===== src/rtl/signed_distance_field_sampler_macros.svh =====
// assertion macros for the signed distance field sampler
`ifndef SIGNED_DISTANCE_FIELD_SAMPLER_MACROS_SVH
`define SIGNED_DISTANCE_FIELD_SAMPLER_MACROS_SVH

// same-cycle implication, checked outside reset
`define SDFS_ASSERT_NOW(lbl, ante, cons, msg) \
    lbl: assert property (@(posedge i_clk) disable iff (!i_rst_n) (ante) |-> (cons)) \
        else $error(msg);

// next-cycle implication, checked outside reset
`define SDFS_ASSERT_NEXT(lbl, ante, cons, msg) \
    lbl: assert property (@(posedge i_clk) disable iff (!i_rst_n) (ante) |=> (cons)) \
        else $error(msg);

`endif


===== src/rtl/sdfs_div.sv =====
// divider by a constant through reciprocal multiplication, quotient registered
module sdfs_div #(
    parameter int unsigned NW  = 17,
    parameter int unsigned DEN = 64
) (
    input  logic          i_clk,
    input  logic          i_rst_n,
    input  logic          i_start,
    input  logic [NW-1:0] i_num,
    output logic          o_done,
    output logic [NW-1:0] o_quo
);

    // exact for every numerator below 2**NW
    localparam int unsigned     LD    = $clog2(DEN);
    localparam int unsigned     SH    = NW + LD;
    localparam int unsigned     MW    = SH + 1;
    localparam longint unsigned RECIP = ((longint'(1) << SH) + longint'(DEN) - longint'(1))
                                        / longint'(DEN);

    logic [NW+MW-1:0] prod;
    logic [NW-1:0]    r_quo;
    logic             r_done;

    assign prod = (NW+MW)'(i_num) * (NW+MW)'(RECIP);

    always_ff @(posedge i_clk) begin
        if (!i_rst_n) begin
            r_done <= 1'b0;
            r_quo  <= '0;
        end else begin
            r_done <= i_start;
            if (i_start) begin
                r_quo <= prod[SH +: NW];
            end
        end
    end

    assign o_done = r_done;
    assign o_quo  = r_quo;

endmodule


===== config.mk =====
export PLATFORM = sky130hd
export DESIGN_NAME = sdfs_div
export DESIGN_NICKNAME = d
export VERILOG_FILES = /design/src/rtl/signed_distance_field_sampler_macros.svh /design/src/rtl/sdfs_div.sv
export SDC_FILE = /design/constraint.sdc
export NUM_CORES = 1
export LEC_CHECK = 0
export ABC_AREA = 1
export BUFFER_PORTS_ARGS = -buffer_cell sky130_fd_sc_hd__buf_2
export CAP_MARGIN = 30
export CORE_AREA = 3 3 44 46
export DETAILED_ROUTE_END_ITERATION = 10
export DIE_AREA = 0 0 47 49
export GPL_ROUTABILITY_DRIVEN = 0
export PLACE_DENSITY = 0.72
export SYNTH_ARGS = -nofsm -noshare
export SYNTH_HDL_FRONTEND = slang
export SYNTH_SLANG_ARGS = --single-unit
export TNS_END_PERCENT = 20

===== constraint.sdc =====
create_clock -name i_clk -period 0.8 [get_ports i_clk]
set_input_delay 0.12 -clock i_clk [delete_from_list [all_inputs] [get_ports i_clk]]
set_output_delay 0.12 -clock i_clk [all_outputs]
set_load 0.02 [all_outputs]

==> results.cfg, run 1 <==
[outcome]
status = finished, violations left
violations = negative setup slack

[critical_path]
slowest_delay_ps = 340
crit_chain = buf_6
crit_family = flip-flops
critical_path_required_ps = 680
cp-end-kind = output port
crit_slowest_cell = dfxtp_2
crit_start = o_quo[6]
regToRegEndpoint = o_quo[5]
rr_worst_depth = 2
reg2reg_from = o_quo[5]
cp_num_buf_inv = 1
start_kind = flop
cp_max_fo = 2
r2r_slack_ps = 230
path_class = flop to output port
crit_arrival_ps = 710

[layout]
finalNetCount = 125
stdcell_count = 119
regArea_sq_um = 255
drive_gt1_share_pct = 38.8
syn_to_final_growth_pct = 38.4
n_fill_cell = 160
antenna_cells_inserted = 0
final_util_pct = 47.6
multi_input_area_sq_um = 191

[yosys]
ys_warn_count = 0
ys_seq_elements = 12
syn_area_sq_um = 531
avgSynthCellArea_sq_um = 6.72
yosysSeqAreaShare_pct = 45.3
yosysUniqueCellTypes = 8
synthCells = 79

[cts]
cts-root-buf = clkbuf_4
h-tree-depth = 1
post_cts_buffers = 0
cts_resized = 36
clkTransAtPathRegs_ps = 70
cts_buffer_depth = 2
clkSinkCount = 12
cts_hold_buf = 0
cts_inserted_buffers = 3
cts_tree = yes
clk_latency_ps = 260

[global_routing]
first_global_vias = 365
antenna_found_initial = 0
grt-ovfl-total = 0
grt_max_degree = 24
grt_use_total_pct = 9.40
grt_pass1_wl_mm = 1.48

[flow_run]
drv_cap = 0

[timing]
finalHoldViolCount = 0
fin_ws_ps = -33.6
fin_crit_ps = 834
finalSetupViolCount = 12
max_freq_mhz = 1200
slew_violations = 0
min_period_over_period_pct = 104
finalSetupTns_ps = -354
finClkSkew_ps = 0
rsz0062_at_grt = yes

[power_and_ir_drop]
leakagePower_nw = 0.432
ir_drop_v = 0.000814
finalPower_w = 0.00132
power_density_mw_per_mm2 = 1790

[worst_hold_path]
hp-class = input port to flop
whs_endpoint = o_quo[3]
hp-start = i_num[9]
min_path_cells = 5

[place]
numPortBuffers = 25
dpl.cell_count = 116
hpwlAfterDp_um = 697
preCtsSetupSlack_ps = 36.4

[floorplanning]
fp.dieH_um = 49
core_area_sq_mm = 0.00154
dieArea_sq_mm = 0.00230
die_x_um = 47
io_pins = 38
start_util_pct = 34.4
rows = 14

[routing]
vias = 473
wire_per_inst_um = 8.11
drcViolationCount = 0
vias_per_cell = 3.97
drt-pass1-iter-count = 4
drtIter0Drc = 3
postRouteAntennaNets = 0
finalWirelength_um = 965
## through the flow
stage / hold slack, ps / area [sq um]
global placement: 401 / 622
floorplan: 240 / 549
finish: 134 / 734
CTS: 121 / 734
detailed placement: 413 / 622
global route: 131 / 734
## cells by family (layout without fill, tap and decap cells)
family	count (synthesis)	in the layout	share of synthesized area (%)
other	1	6	0.707
buffers and inverters	21	40	22.2
and+or+nand+nor	45	45	31.8
DFF	12	12	45.3
## cell usage in the layout (no fill, tap or decap)
cell type,count
buf_6,12
dfxtp_2,12
conb_1,6
inv_1,12
nand2_1,23
clkbuf_4,3
nor2_1,22
buf_2,13
## flip-flops by register name, summed over array words and instances, names as in the netlist
| register | cells |
|---|---|
| o_quo | 11 |
| o_done | 1 |
## worst max-delay path by stage
| stage | depth (start not counted) | end |
|---|---|---|
| after floorplan | 2 | o_quo[8] |
| after global placement | 4 | o_quo[9] |
| after detailed placement | 4 | o_quo[5] |
| after CTS | 1 | o_quo[8] |
| after global routing | 1 | o_quo[6] |
| final | 1 | o_quo[6] |
## synth_stat cells
| cell type | count | area, sq um |
|---|---|---|
| nand2_1 | 23 | 86.3 |
| nor2_1 | 22 | 82.6 |
| dfxtp_1 | 12 | 240 |
| inv_1 | 12 | 45.0 |
| buf_4 | 6 | 45.0 |
| buf_6 | 2 | 22.5 |
| buf_2 | 1 | 5.00 |
| conb_1 | 1 | 3.75 |
## power by group
group | switching, W | internal (W)
logic | 0.000158 | 0.000129
registers | 0.0000264 | 0.000647
clock network | 0.000183 | 0.000174
total | 0.000367 | 0.000949
## layout make-up
type,count,share of cell area (%)
Multi-Input combinational cell,51,26.1
Sequential cell,12,34.8
Timing Repair Buffer,25,27.3
Inverter,12,6.13
Tap cell,16,2.73
Clock buffer,3,3.07
## routing by layer
| layer | up-vias | GRT usage, % | share of wire (%) |
|---|---|---|---|
| met5 | - | 0 | 0 |
| met4 | 0 | 6.91 | 0 |
| met3 | 0 | 4.43 | 12 |
| met2 | 24 | 13.1 | 45 |
| met1 | 190 | 10.7 | 43 |
| li1 | 259 | - | - |
(Power assumes the default switching activity.)
==> run 2: changes to the inputs <==
REMOVE_ABC_BUFFERS = 1   (was unset)
==> results.cfg, run 2 (synthesized netlist as in run 1, its figures left out) <==
[cts]
cts-root-buf = clkbuf_4
cts_hold_buf = 0
h-tree-depth = 1
cts_buffer_depth = 2
cts_tree = yes
cts_inserted_buffers = 3
clkSinkCount = 12
clk_latency_ps = 270
clkTransAtPathRegs_ps = 80

[routing]
drt-pass1-iter-count = 2
vias_per_cell = 3.97
postRouteAntennaNets = 0
vias = 480
drcViolationCount = 0
drtIter0Drc = 3
wire_per_inst_um = 8.44
finalWirelength_mm = 1.02

[floorplanning]
start_util_pct = 34.4
dieArea_sq_mm = 0.00230
die_x_um = 47
io_pins = 38
core_area_sq_mm = 0.00154
fp.dieH_um = 49
rows = 14

[global_routing]
grt_pass1_wl_mm = 1.63
antenna_found_initial = 0
first_global_vias = 402
grt_use_total_pct = 9.75
grt_max_degree = 24
grt-ovfl-total = 0

[critical_path]
cp-end-kind = output port
cp_max_fo = 2
start_kind = flop
crit_chain = buf_6
slowest_delay_ps = 340
r2r_slack_ps = 130
crit_arrival_ps = 720
crit_slowest_cell = dfxtp_2
cp_num_buf_inv = 1
critical_path_required_ps = 680
path_class = flop to output port
crit_family = flip-flops

[timing]
finalSetupViolCount = 12
finalHoldViolCount = 0
rsz0062_at_grt = yes
finClkSkew_ps = 0
timing.hold.ws_ps = 134
max_freq_mhz = 1190
fin_crit_ps = 842
min_period_over_period_pct = 105
slew_violations = 0
fin_ws_ps = -41.7

[power_and_ir_drop]
leakagePower_nw = 0.444
power_density_mw_per_mm2 = 1900
ir_drop_v = 0.00111
finalPower_w = 0.00144

[layout]
antenna_cells_inserted = 0
drive_gt1_share_pct = 40.0
layout_commonest_cell = nand2_1
largest_reg_flops = 11
regArea_sq_um = 255
multi_input_area_sq_um = 191
final_cell_mix = 23 x nand2_1, 22 x nor2_1, 13 x buf_2
stdcell_count = 121
syn_to_final_growth_pct = 42.5
n_fill_cell = 163
final_util_pct = 49.0
finalNetCount = 126
final_cell_area_sq_um = 756

[place]
place_area_sq_um = 622
numPortBuffers = 25
hpwlAfterDp_um = 704
dpl.cell_count = 116

[flow_run]
drv_cap = 0

[worst_hold_path]
hp-class = input port to flop

[outcome]
status = finished, violations left
violations = negative setup slack
run 2: cell types whose count changed in the layout (fill, tap and decap cells not counted), sizes merged:
cell	previous run	this run
buf	25	26
clkbuf	3	4
run 2: what timing repair did:
item                       4_1_cts  5_1_grt
gates resized for setup         36        0
setup endpoints to repair       12       12
hold endpoints to repair         0        0
setup buffers                    0        1
run 2: path summary, 6_finish.rpt:
path,to,cells past startpoint,from
max,o_quo[4],1,o_quo[4]
min reg2reg,o_quo[1],2,o_quo[1]
min,o_quo[7],5,i_num[13]
max reg2reg,o_quo[4],3,o_quo[4]
run 2: metal layers:
layer,part of all wire [%],track usage (%)
met3,12,6.27
met2,48,16.1
met4,0,2.76
met1,40,9.76
met5,0,0
run 2: metrics by stage:
step | setup TNS, ps | setup slack, ps
finish | -419 | -41.7
global route | -864 | -88.5
CTS | -619 | -64.3
detailed placement | 0 | 39.0
global placement | 0 | 55.0
floorplan | 0 | 168
run 2: report_power, final:
group / switching [W] / total, W / internal, W / leakage, nW
logic: 0.000161 / 0.000293 / 0.000133 / 0.320
registers: 0.0000258 / 0.000672 / 0.000646 / 0.103
clock network: 0.000196 / 0.000472 / 0.000276 / 0.0210
run 2: cell type report:
cell class | count | area share (%)
Timing Repair Buffer | 26 | 27.5
Sequential cell | 12 | 33.8
Clock buffer | 4 | 4.80
Tap cell | 16 | 2.65
Multi-Input combinational cell | 51 | 25.3
Inverter | 12 | 5.96
